**src/hw/rtl/word_mix_hash64_unit_assert.svh**
```systemverilog
// ----------------------------------------------------------------------------
// word_mix_hash64_unit_assert.svh
// assertion macros used by the hash unit sequencer rtl, clocked on clk, reset rst
// ----------------------------------------------------------------------------
`ifndef WORD_MIX_HASH64_UNIT_ASSERT_SVH
`define WORD_MIX_HASH64_UNIT_ASSERT_SVH

`ifndef ASSERT_OFF

// check a property on every clock edge outside reset
`define ASSERT_CLK(lbl, prop, msg) \
  lbl: assert property (@(posedge clk) disable iff (rst) (prop)) else $error(msg);

// check a property on every clock edge, reset included
`define ASSERT_ALWAYS(lbl, prop, msg) \
  lbl: assert property (@(posedge clk) (prop)) else $error(msg);

`else

`define ASSERT_CLK(lbl, prop, msg)

`define ASSERT_ALWAYS(lbl, prop, msg)

`endif

`endif

```
**src/hw/rtl/wmh_pkg.sv**
```systemverilog
// ----------------------------------------------------------------------------
// wmh_pkg
// constants, datapath command codes and shared types of the word mix hash
// ----------------------------------------------------------------------------
`default_nettype none

package wmh_pkg;

  // mixing constants
  localparam logic [63:0] MIX_C1    = 64'hFF51AFD7ED558CCD;
  localparam logic [63:0] MIX_C2    = 64'hC4CEB9FE1A85EC53;
  localparam logic [63:0] HASH_SEED = 64'h93681D6255313A99;
  localparam int          MIX_SHIFT = 33;

  // datapath operation codes
  typedef logic [3:0] dp_op_t;
  localparam dp_op_t OP_NOP  = 4'd0;
  localparam dp_op_t OP_LOAD = 4'd1;  // take masked chunk, add byte count
  localparam dp_op_t OP_MUL0 = 4'd2;  // acc = lo*lo
  localparam dp_op_t OP_MUL1 = 4'd3;  // acc.hi += lo*hi
  localparam dp_op_t OP_MUL2 = 4'd4;  // acc.hi += hi*lo
  localparam dp_op_t OP_MIXK = 4'd5;  // opnd = h ^ xorshift(acc)
  localparam dp_op_t OP_SETH = 4'd6;  // h = xorshift(acc)
  localparam dp_op_t OP_FIN  = 4'd7;  // opnd = xorshift(h ^ total)
  localparam dp_op_t OP_DONE = 4'd8;  // result = xorshift(acc), reload seed, clear total

  // constant select for the multiplier
  localparam logic CSEL_C1 = 1'b0;
  localparam logic CSEL_C2 = 1'b1;

  typedef struct packed {
    dp_op_t op;
    logic   csel;
  } dp_cmd_t;

  typedef struct packed {
    logic chunk_empty;
  } dp_status_t;

  function automatic logic [63:0] xorshift(input logic [63:0] v);
    return v ^ (v >> MIX_SHIFT);
  endfunction

endpackage

`default_nettype wire

```
**src/hw/rtl/wmh_datapath.sv**
```systemverilog
// ----------------------------------------------------------------------------
// wmh_datapath
// running hash, byte total, shared 32x32 multiplier and result register
// ----------------------------------------------------------------------------
`default_nettype none

module wmh_datapath (
  input  wire logic               clk,
  input  wire logic               rst,
  input  wire wmh_pkg::dp_cmd_t   cmd,
  output wmh_pkg::dp_status_t     status,
  input  wire logic [63:0]        chunk_data,
  input  wire logic [3:0]         valid_bytes,
  output logic [63:0]             hash_value
);
  import wmh_pkg::*;

  logic [63:0] hash;
  logic [63:0] total;
  logic [63:0] opnd;
  logic [63:0] acc;

  logic [3:0]  count;
  logic [63:0] masked;
  logic [63:0] mconst;
  logic [31:0] mul_a;
  logic [31:0] mul_b;
  logic [63:0] prod;

  // saturate the byte count and zero the bytes above it
  always_comb begin
    count = (valid_bytes > 4'd8) ? 4'd8 : valid_bytes;
    for (int i = 0; i < 8; i++) begin
      masked[i*8 +: 8] = (4'(i) < count) ? chunk_data[i*8 +: 8] : 8'h00;
    end
  end

  assign status.chunk_empty = (valid_bytes == 4'd0);

  // partial product select
  always_comb begin
    mconst = (cmd.csel == CSEL_C2) ? MIX_C2 : MIX_C1;
    mul_a  = opnd[31:0];
    mul_b  = mconst[31:0];
    case (cmd.op)
      OP_MUL1: mul_b = mconst[63:32];
      OP_MUL2: mul_a = opnd[63:32];
      default: ;
    endcase
    prod = 64'(mul_a) * 64'(mul_b);
  end

  // state registers
  always_ff @(posedge clk) begin
    if (rst) begin
      hash  <= HASH_SEED;
      total <= '0;
    end else begin
      unique case (cmd.op)
        OP_LOAD: total <= total + 64'(count);
        OP_SETH: hash  <= xorshift(acc);
        OP_DONE: begin
          hash  <= HASH_SEED;
          total <= '0;
        end
        default: ;
      endcase
    end
  end

  // operand, accumulator and result
  always_ff @(posedge clk) begin
    unique case (cmd.op) inside
      OP_LOAD: opnd <= masked;
      OP_MUL0: acc <= prod;
      OP_MUL1, OP_MUL2: acc[63:32] <= acc[63:32] + prod[31:0];
      OP_MIXK: opnd <= hash ^ xorshift(acc);
      OP_FIN:  opnd <= xorshift(hash ^ total);
      OP_DONE: hash_value <= xorshift(acc);
      default: ;
    endcase
  end

endmodule

`default_nettype wire

```
**src/hw/rtl/wmh_ctrl.sv**
```systemverilog
// ----------------------------------------------------------------------------
// wmh_ctrl
// sequencer for chunk mixing, finalization and the result handshake
// ----------------------------------------------------------------------------
`default_nettype none

`include "word_mix_hash64_unit_assert.svh"

module wmh_ctrl (
  input  wire logic                clk,
  input  wire logic                rst,
  input  wire logic                chunk_valid,
  output logic                     chunk_stall,
  input  wire logic                last_chunk,
  output logic                     hash_valid,
  input  wire logic                hash_stall,
  input  wire wmh_pkg::dp_status_t status,
  output wmh_pkg::dp_cmd_t         cmd
);
  import wmh_pkg::*;

  localparam logic [3:0] S_IDLE = 4'd0;
  localparam logic [3:0] S_M1_0 = 4'd1;
  localparam logic [3:0] S_M1_1 = 4'd2;
  localparam logic [3:0] S_M1_2 = 4'd3;
  localparam logic [3:0] S_MIXK = 4'd4;
  localparam logic [3:0] S_M2_0 = 4'd5;
  localparam logic [3:0] S_M2_1 = 4'd6;
  localparam logic [3:0] S_M2_2 = 4'd7;
  localparam logic [3:0] S_SETH = 4'd8;
  localparam logic [3:0] S_FIN  = 4'd9;
  localparam logic [3:0] S_M3_0 = 4'd10;
  localparam logic [3:0] S_M3_1 = 4'd11;
  localparam logic [3:0] S_M3_2 = 4'd12;
  localparam logic [3:0] S_DONE = 4'd13;

  logic [3:0] state;
  logic [3:0] state_next;
  logic       last;
  logic       accept;
  logic       out_free;

  assign chunk_stall = (state != S_IDLE);
  assign accept      = chunk_valid && !chunk_stall;
  assign out_free    = !hash_valid || !hash_stall;

  // next state and datapath command
  always_comb begin
    state_next = state;
    cmd.op     = OP_NOP;
    cmd.csel   = CSEL_C1;
    unique case (state)
      S_IDLE: begin
        if (accept) begin
          if (!status.chunk_empty) begin
            cmd.op     = OP_LOAD;
            state_next = S_M1_0;
          end else if (last_chunk) begin
            state_next = S_FIN;
          end
        end
      end
      S_M1_0: begin cmd.op = OP_MUL0; state_next = S_M1_1; end
      S_M1_1: begin cmd.op = OP_MUL1; state_next = S_M1_2; end
      S_M1_2: begin cmd.op = OP_MUL2; state_next = S_MIXK; end
      S_MIXK: begin cmd.op = OP_MIXK; state_next = S_M2_0; end
      S_M2_0: begin cmd.op = OP_MUL0; cmd.csel = CSEL_C2; state_next = S_M2_1; end
      S_M2_1: begin cmd.op = OP_MUL1; cmd.csel = CSEL_C2; state_next = S_M2_2; end
      S_M2_2: begin cmd.op = OP_MUL2; cmd.csel = CSEL_C2; state_next = S_SETH; end
      S_SETH: begin
        cmd.op     = OP_SETH;
        state_next = last ? S_FIN : S_IDLE;
      end
      S_FIN:  begin cmd.op = OP_FIN;  state_next = S_M3_0; end
      S_M3_0: begin cmd.op = OP_MUL0; state_next = S_M3_1; end
      S_M3_1: begin cmd.op = OP_MUL1; state_next = S_M3_2; end
      S_M3_2: begin cmd.op = OP_MUL2; state_next = S_DONE; end
      S_DONE: begin
        // hold until the result register is free
        if (out_free) begin
          cmd.op     = OP_DONE;
          state_next = S_IDLE;
        end
      end
      default: state_next = S_IDLE;
    endcase
  end

  // state, last flag and result beat valid
  always_ff @(posedge clk) begin
    if (rst) begin
      state      <= S_IDLE;
      last       <= 1'b0;
      hash_valid <= 1'b0;
    end else begin
      state <= state_next;
      if (accept) begin
        last <= last_chunk;
      end
      if (state == S_DONE && out_free) begin
        hash_valid <= 1'b1;
      end else if (!hash_stall) begin
        hash_valid <= 1'b0;
      end
    end
  end

  // a waiting result is never overwritten
  `ASSERT_CLK(a_done_holds, (state == S_DONE && hash_valid && hash_stall) |=> (state == S_DONE), "result overwritten while stalled")
  // a new result beat comes only from the final step
  `ASSERT_CLK(a_valid_src, $rose(hash_valid) |-> ($past(state) == S_DONE), "result beat without final step")
  // an empty last chunk goes straight to finalization
  `ASSERT_CLK(a_empty_last, (accept && status.chunk_empty && last_chunk) |=> (state == S_FIN), "empty last chunk not finalized")
  // a chunk with data starts the mixing sequence
  `ASSERT_CLK(a_mix_start, (accept && !status.chunk_empty) |=> (state == S_M1_0), "chunk with data not mixed")
  // after the hash update the block either finalizes or waits for a chunk
  `ASSERT_CLK(a_seth_exit, (state == S_SETH) |=> (state == S_IDLE || state == S_FIN), "bad exit from hash update")

endmodule

`default_nettype wire

```
**src/hw/rtl/word_mix_hash64_unit.sv**
```systemverilog
// Chunk with data: load, C1 multiply, mix into hash, C2 multiply, hash update;
// no new chunk beat is taken until the sequencer is idle again. A last chunk then goes on to
// finalization and the result beat; an empty last chunk goes there directly, an empty non-last one is ignored.
// Rate set by the single 32x32 multiplier: three passes per 64-bit multiply.
// Synchronous reset loads the seed, clears the byte total and drops hash_valid.
// ----------------------------------------------------------------------------
// word_mix_hash64_unit
// 64-bit multiply-xorshift hash over little-endian 8-byte chunk beats
// ----------------------------------------------------------------------------
`default_nettype none

module word_mix_hash64_unit (
  input  wire logic        clk,
  input  wire logic        rst,
  input  wire logic        chunk_valid,
  output logic             chunk_stall,
  input  wire logic [63:0] chunk_data,
  input  wire logic [3:0]  valid_bytes,
  input  wire logic        last_chunk,
  output logic             hash_valid,
  input  wire logic        hash_stall,
  output logic [63:0]      hash_value
);
  import wmh_pkg::*;

  dp_cmd_t    cmd;
  dp_status_t status;

  // sequencer
  wmh_ctrl u_ctrl (
    .clk         (clk),
    .rst         (rst),
    .chunk_valid (chunk_valid),
    .chunk_stall (chunk_stall),
    .last_chunk  (last_chunk),
    .hash_valid  (hash_valid),
    .hash_stall  (hash_stall),
    .status      (status),
    .cmd         (cmd)
  );

  // hash datapath
  wmh_datapath u_datapath (
    .clk         (clk),
    .rst         (rst),
    .cmd         (cmd),
    .status      (status),
    .chunk_data  (chunk_data),
    .valid_bytes (valid_bytes),
    .hash_value  (hash_value)
  );

endmodule

`default_nettype wire
```
**config.mk**
```make
export PLATFORM = sky130hd
export DESIGN_NAME = word_mix_hash64_unit
export DESIGN_NICKNAME = d
export VERILOG_FILES = /design/src/hw/rtl/wmh_pkg.sv /design/src/hw/rtl/wmh_datapath.sv /design/src/hw/rtl/wmh_ctrl.sv /design/src/hw/rtl/word_mix_hash64_unit.sv
export VERILOG_INCLUDE_DIRS = /design/src /design/src/hw/rtl
export SDC_FILE = /design/constraint.sdc
export NUM_CORES = 2
export LEC_CHECK = 0
export ABC_AREA = 1
export CORE_ASPECT_RATIO = 1.75
export CORE_MARGIN = 2
export CORE_UTILIZATION = 60
export CTS_BUF_LIST = sky130_fd_sc_hd__clkbuf_4 sky130_fd_sc_hd__clkbuf_8
export DETAILED_ROUTE_END_ITERATION = 12
export DONT_BUFFER_PORTS = 1
export HOLD_SLACK_MARGIN = 0.1
export PLACE_DENSITY = 0.76
export SYNTH_ARGS = -nofsm -noshare
export SYNTH_HDL_FRONTEND = slang
export SYNTH_SLANG_ARGS = --single-unit
```
**constraint.sdc**
```tcl
create_clock -name clk -period 27.1 [get_ports clk]
set_clock_uncertainty 0.15 [all_clocks]
set_input_delay 5.42 -clock clk [delete_from_list [all_inputs] [get_ports clk]]
set_output_delay 5.42 -clock clk [all_outputs]
set_load 0.02 [all_outputs]
```
# [After elaboration in Yosys (flattened, before gate mapping)]
# Cells that the tools add are included.
[word_totals] memories=0 input_bits=73 ramBits=0 romBits=0 elab_cells=98 ff_bits=326 latchBits=0
[classes] div_mod_pow=0 eq_ne=25 mul=1 n_bitwise=4 n_reduce_logical=19 addsub=2 n_lt_le_gt_ge=9 mux=29 n_shift=0
[op_table] operator="one-hot mux 64 bit (2 select lines)" n=2
[op_table] operator="one-hot mux 64 bit (3 select lines)" n=1
[op_table] operator="XOR 64 x 31 -> 64 bit" n=2
[op_table] operator="XOR 64 bit" n=2
[op_table] operator="adder 64 x 4 -> 64 bit" n=1
[op_table] operator="multiplier 32 x 32 -> 64 bit" n=1
[op_table] operator="2-to-1 mux 32 bit" n=2
[op_table] operator="2-to-1 mux 8 bit" n=8
[op_table] operator="one-hot mux 32 bit (2 select lines)" n=1
[op_table] operator="2-to-1 mux 62 bit" n=1
[op_table] operator="one-hot mux 4 bit (14 select lines)" n=1
[op_table] operator="adder 32 bit" n=1
[op_table] operator="== test 4 x 3 -> 1 bit, second input constant" n=8
[op_table] operator="2-to-1 mux 4 bit" n=8
[op_table] operator="one-hot mux 4 bit (8 select lines)" n=1
[op_table] operator="== test 4 bit, second input constant" n=7
[op_table] operator="== test 4 x 2 -> 1 bit, second input constant" n=4
[op_table] operator="less-than comparator 3 x 4 -> 1 bit, first input constant" n=4
[op_table] operator="OR reduction 3 bit" n=4
[op_table] operator="== test 4 x 1 -> 1 bit, second input constant" n=2
[op_table] operator="zero test 4 bit" n=2
[op_table] operator="less-than comparator 1 x 4 -> 1 bit, first input constant" n=2
[op_table] operator="less-than comparator 2 x 4 -> 1 bit, first input constant" n=2
[op_table] operator="!= test 2 x 1 -> 1 bit, second input constant" n=3
[op_table] operator="11 further kinds" n=19

# [Logic depth before layout (Yosys ltp)]
[logic_depth] ltp_word=10 mapped_depth=48 depth_no_buf=47

# [Hierarchy]
# Synthesis repeated with hierarchy kept, for this count alone.
[unflattened] cells_unflattened=5620 hier_area_um2=48196.2
[modules_own_cells] module="wmh_datapath" cells_per_inst=5546 n_inst=1 seq_area_each_um2=8328.0 area_each_um2=47754.6
[modules_own_cells] module="wmh_ctrl" cells_per_inst=74 n_inst=1 seq_area_each_um2=120.1 area_each_um2=441.7

# [Worst setup path after synthesis]
# No wires, ideal clock.
[synth_path] path_kind="flip-flop to flip-flop" startpoint="register u_ctrl.state[2]" endpoint="register u_datapath.acc[63] (data pin)" stages_incl_launch_ff=44 synth_period_minus_slack_ns=9.381 slack_ns=17.719 n_path_buf=3 setup_time_ns=0.252 arrival_ns=8.979 cell_sequence="dfxtp_1 > inv_1 > nor2_1 > inv_1 > nor2_1 > clkbuf_1 > ha_1 > clkbuf_1 > clkbuf_1 > nor2_1 > fa_1 > inv_1 > fa_1 > inv_1 > fa_1 > inv_1 > fa_1 > inv_1 > [... 8 more ...] > ha_1 > a21oi_1 > o21bai_1 > a21boi_0 > nand3_1 > xor2_1 > ha_1 > nand2_1 > nor2_1 > inv_1 > nor2_1 > inv_1 > o21ai_0 > a21oi_1 > nand3_1 > nand2_1 > nand2_1 > nand2_1"
[synth_between] elab_chain_len=10
[synth_rtl] element="start, declared" line_no="wmh_ctrl.sv:37" rtl="logic [3:0] state;"
[synth_rtl] element="start signal, assigned" line_no="wmh_ctrl.sv:96" rtl="state <= state_next;"
[synth_rtl] element="nonzero test 4 bit" line_no="wmh_ctrl.sv:43" rtl="assign chunk_stall = (state != S_IDLE);"
[synth_rtl] element="zero test 1 bit" line_no="wmh_ctrl.sv:44" rtl="assign accept = chunk_valid && !chunk_stall;"
[synth_rtl] element="logical AND 1 bit" line_no="wmh_ctrl.sv:44"
[synth_rtl] element="2-to-1 mux 4 bit" line_no="wmh_ctrl.sv:54" rtl="if (accept) begin"
[synth_rtl] element="one-hot mux 4 bit (8 select lines)" line_no="wmh_ctrl.sv:52" rtl="unique case (state)"
[synth_rtl] element="== test 4 x 3 -> 1 bit or == test 4 x 2 -> 1 bit (tied branches)" line_no="wmh_datapath.sv:45" rtl="case (cmd.op)"
[synth_rtl] element="2-to-1 mux 32 bit" line_no="wmh_datapath.sv:45"
[synth_rtl] element="multiplier 32 x 32 -> 64 bit *" line_no="wmh_datapath.sv:50" rtl="prod = 64'(mul_a) * 64'(mul_b);"
[synth_rtl] element="via u_datapath.prod[25]" line_no="wmh_datapath.sv:28" rtl="logic [63:0] prod;"
[synth_rtl] element="adder 32 bit *" line_no="wmh_datapath.sv:76" rtl="OP_MUL1, OP_MUL2: acc[63:32] <= acc[63:32] + prod[31:0];"
[synth_rtl] element="one-hot mux 32 bit (2 select lines) *" line_no="wmh_datapath.sv:73" rtl="unique case (cmd.op) inside"
[synth_rtl] element="end signal, assigned" line_no="wmh_datapath.sv:75" rtl="OP_MUL0: acc <= prod;"
[synth_rtl] element="end signal, assigned" line_no="wmh_datapath.sv:76"
[synth_rtl] element="end, declared" line_no="wmh_datapath.sv:21" rtl="logic [63:0] acc;"
# Mark *: on every way through the listed nets, which the timed path passes. The rest lies on a longest branch.
# A chain may end at the register's enable or synchronous reset.

# [Final worst setup path]
[layout_path] startpoint="register u_ctrl.state[3]" endpoint="register u_datapath.acc[59] (data pin)"
# Same word-level chain as after synthesis.

==> results.yml <==
floorplanning:
  dieArea_um2: 82300
  die_w_um: 218
  core_area_um2: 79500
  initial_utilization: 0.603
  ios: 139
  core.rowCount: 137
  fp.dieH_um: 378
placement:
  dp_hpwl_um: 160000
  place_ws_ns: 15.54
  port_buffers: 0
  gp_congestion: 1.08
timing:
  setup_viol: 0
  relSlewSlack: -0.00738
  min_period_over_period: 0.442
  layout_setup_ws_ns: 15.13
  worstMarginPinSlew_ns: 1.51
  hold_viol: 0
  slew_violations: 4
  max_freq_ghz: 0.0835
  fin_crit_ns: 11.97
  rsz0062_at_grt: "false"
  tns_ns: 0
drt:
  vias: 39200
  ant_nets: 0
  drt_iter0_markers: 3761
  dr.pass1.iters: 6
  drcViolationCount: 0
  routed_wl_um: 196000
  viasPerCell: 6.06
  wl_per_cell_um: 30.2
synth:
  synthFlopType: "edfxtp_1"
  ys_async_sr_fraction: 0
  synth-edff-count: 192
  synth_cells: 5435
  ys.warnings.count: 0
  netlist_area_um2: 48000
  syn-num-nets: 6707
  syn-mean-instance-area_um2: 8.83
  ys_seq_area_frac: 0.176
  ys_types: 62
  synth_seq_cells: 326
final_layout:
  drive_above_1_share: 0.0526
  final_core_util: 0.629
  final_nets: 6674
  multi_input_area_um2: 34100
  syn_to_final_growth_pct: 4.22
  regArea_um2: 8450
  num-fill-cells: 6998
worst_hold_path:
  hold_path.class: "register to register"
critical_path:
  regToRegStartpoint: "u_ctrl.state[3]"
  cp_common_cell: "fa_1"
  crit_type: "register to register"
  r2r_slack_ns: 15.13
  cp_max_fo: 52
  r2r_end: "u_datapath.acc[59]"
  r2r_cells: 37
  worstPathRequired_ns: 27.29
  critPathArrivalTime_ns: 12.16
  worstSetupStartpoint: "u_ctrl.state[3]"
  slowest_stage: "nor2_1"
  start_kind: "register"
  cp-end-kind: "register"
  cp-endpoint: "u_datapath.acc[59]"
  slowest_delay_ns: 0.95
global_routing:
  grt_pass1_wl_um: 282000
  antenna_found_initial: 12
  overflow: 0
  grt_max_degree: 67
  grt_pass1_vias: 42700
  grtUsageTotal: 0.492
clocking:
  postCtsHoldBufs: 0
  path_clk_slew_ns: 0.08
  cts-root-buf: "clkbuf_8"
  cts_tree: "done"
  cts_setup_buffers: 0
  cts_made_buffers: 40
  cts-resized-gates: 0
  htree_levels: 2
  clkSinkCount: 326
  insertion_delay_ns: 0.60
  clk_path_buf_depth: 3
run:
  cap_violations: 1
status:
  violations: "capacitance limit, slew limit"
  status: "finished, violations left"
## stage by stage
step | cells | hold slack [ns] | cell area [um^2]
2_1_floorplan | 5435 | 0.289 | 48000
3_3_place_gp | 6401 | 0.297 | 49100
3_5_place_dp | 6401 | 0.308 | 49100
4_1_cts | 6475 | 0.320 | 50000
5_1_grt | 6477 | 0.334 | 50000
6_report | 6480 | 0.333 | 50000
## area by class of cell
| type | count | share of cell area |
|---|---|---|
| Timing Repair Buffer | 51 | 0.00806 |
| Sequential cell | 326 | 0.169 |
| Clock buffer | 64 | 0.0159 |
| Inverter | 1289 | 0.0968 |
| Antenna cell | 4 | 0.000200 |
| Multi-Input combinational cell | 3694 | 0.682 |
| Clock inverter | 10 | 0.00170 |
| Tap cell | 1042 | 0.0261 |
## metal layers
metal,up-vias,global-route usage,part of all wire,wire length (um)
met2,2444,0.804,0.47,91400
met5,-,0,0.00040,78
met4,10,0.535,0.14,28200
met3,1107,0.160,0.10,20200
li1,16600,-,-,-
met1,19100,0.461,0.29,56100
## placed cells by master (no fill, tap or decap), types with 56 or more instances in the layout
cell type | netlist | final
inv_1 | 1240 | 1236
fa_1 | 863 | 863
nand2_1 | 758 | 756
nor2_1 | 563 | 558
ha_1 | 336 | 335
nand3_1 | 247 | 246
a21oi_1 | 213 | 213
edfxtp_1 | 192 | 192
xnor2_1 | 152 | 152
dfxtp_1 | 134 | 134
o21ai_0 | 104 | 104
xor2_1 | 87 | 87
o221ai_1 | 56 | 56
## logic make-up (layout without fill, tap and decap cells)
| family | after synthesis | after routing | share of synthesized area |
|---|---|---|---|
| fa+ha+maj | 1199 | 1199 | 0.448 |
| flops | 326 | 326 | 0.176 |
| buf+inv | 1415 | 1414 | 0.114 |
| other cells | 1 | 5 | 0.0000782 |
| compound gates | 499 | 499 | 0.0638 |
| mux | 1 | 1 | 0.000209 |
| simple gates | 1755 | 1755 | 0.155 |
| xor+xnor | 239 | 239 | 0.0436 |
## critical path, delay by kind of cell, from the launching register on
kind	cells	cell delay [ns]
adders and majority gates	10	4.82
and+or+nand+nor	13	2.87
AOI/OAI and AO/OA	4	1.07
DFF	1	0.54
xor gates and xnor gates	2	0.79
buffers and inverters	8	1.40
## cells in the mapped netlist (38+ instances only)
cell type	number	area, um^2
a21oi_1	213	1070
nand2_1	758	2850
fa_1	863	17300
clkbuf_1	79	297
inv_2	47	176
dfxtp_1	134	2680
nand3_1	247	1240
xor2_1	87	762
o21ai_0	104	521
ha_1	336	4200
inv_1	1240	4650
nor2_1	563	2110
o221ai_1	56	490
edfxtp_1	192	5770
xnor2_1	152	1330
nor3_1	44	220
nand4_1	38	238
## state kept, by name (all words and copies together) (netlist names)
signal and count:
u_ctrl.state 4, u_datapath.hash_value 64, u_datapath.hash 64, u_datapath.acc 64, u_datapath.opnd 64, u_ctrl.hash_valid 1
u_datapath.total 64, u_ctrl.last 1
## how the worst min path moves through the flow
stage	start	end	slack (ns)	cells past startpoint
after CTS	u_ctrl.last	u_ctrl.last	0.32	2
after detailed placement	u_ctrl.last	u_ctrl.last	0.31	2
after global routing	u_ctrl.last	u_ctrl.last	0.33	2
final	u_ctrl.last	u_ctrl.last	0.33	2
after floorplan	u_ctrl.last	u_ctrl.last	0.29	2
after global placement	u_ctrl.last	u_ctrl.last	0.30	2
Power is left out: the tool's default activity adds up to more than one toggle a clock period on the data nets, which glitch-free logic cannot reach.
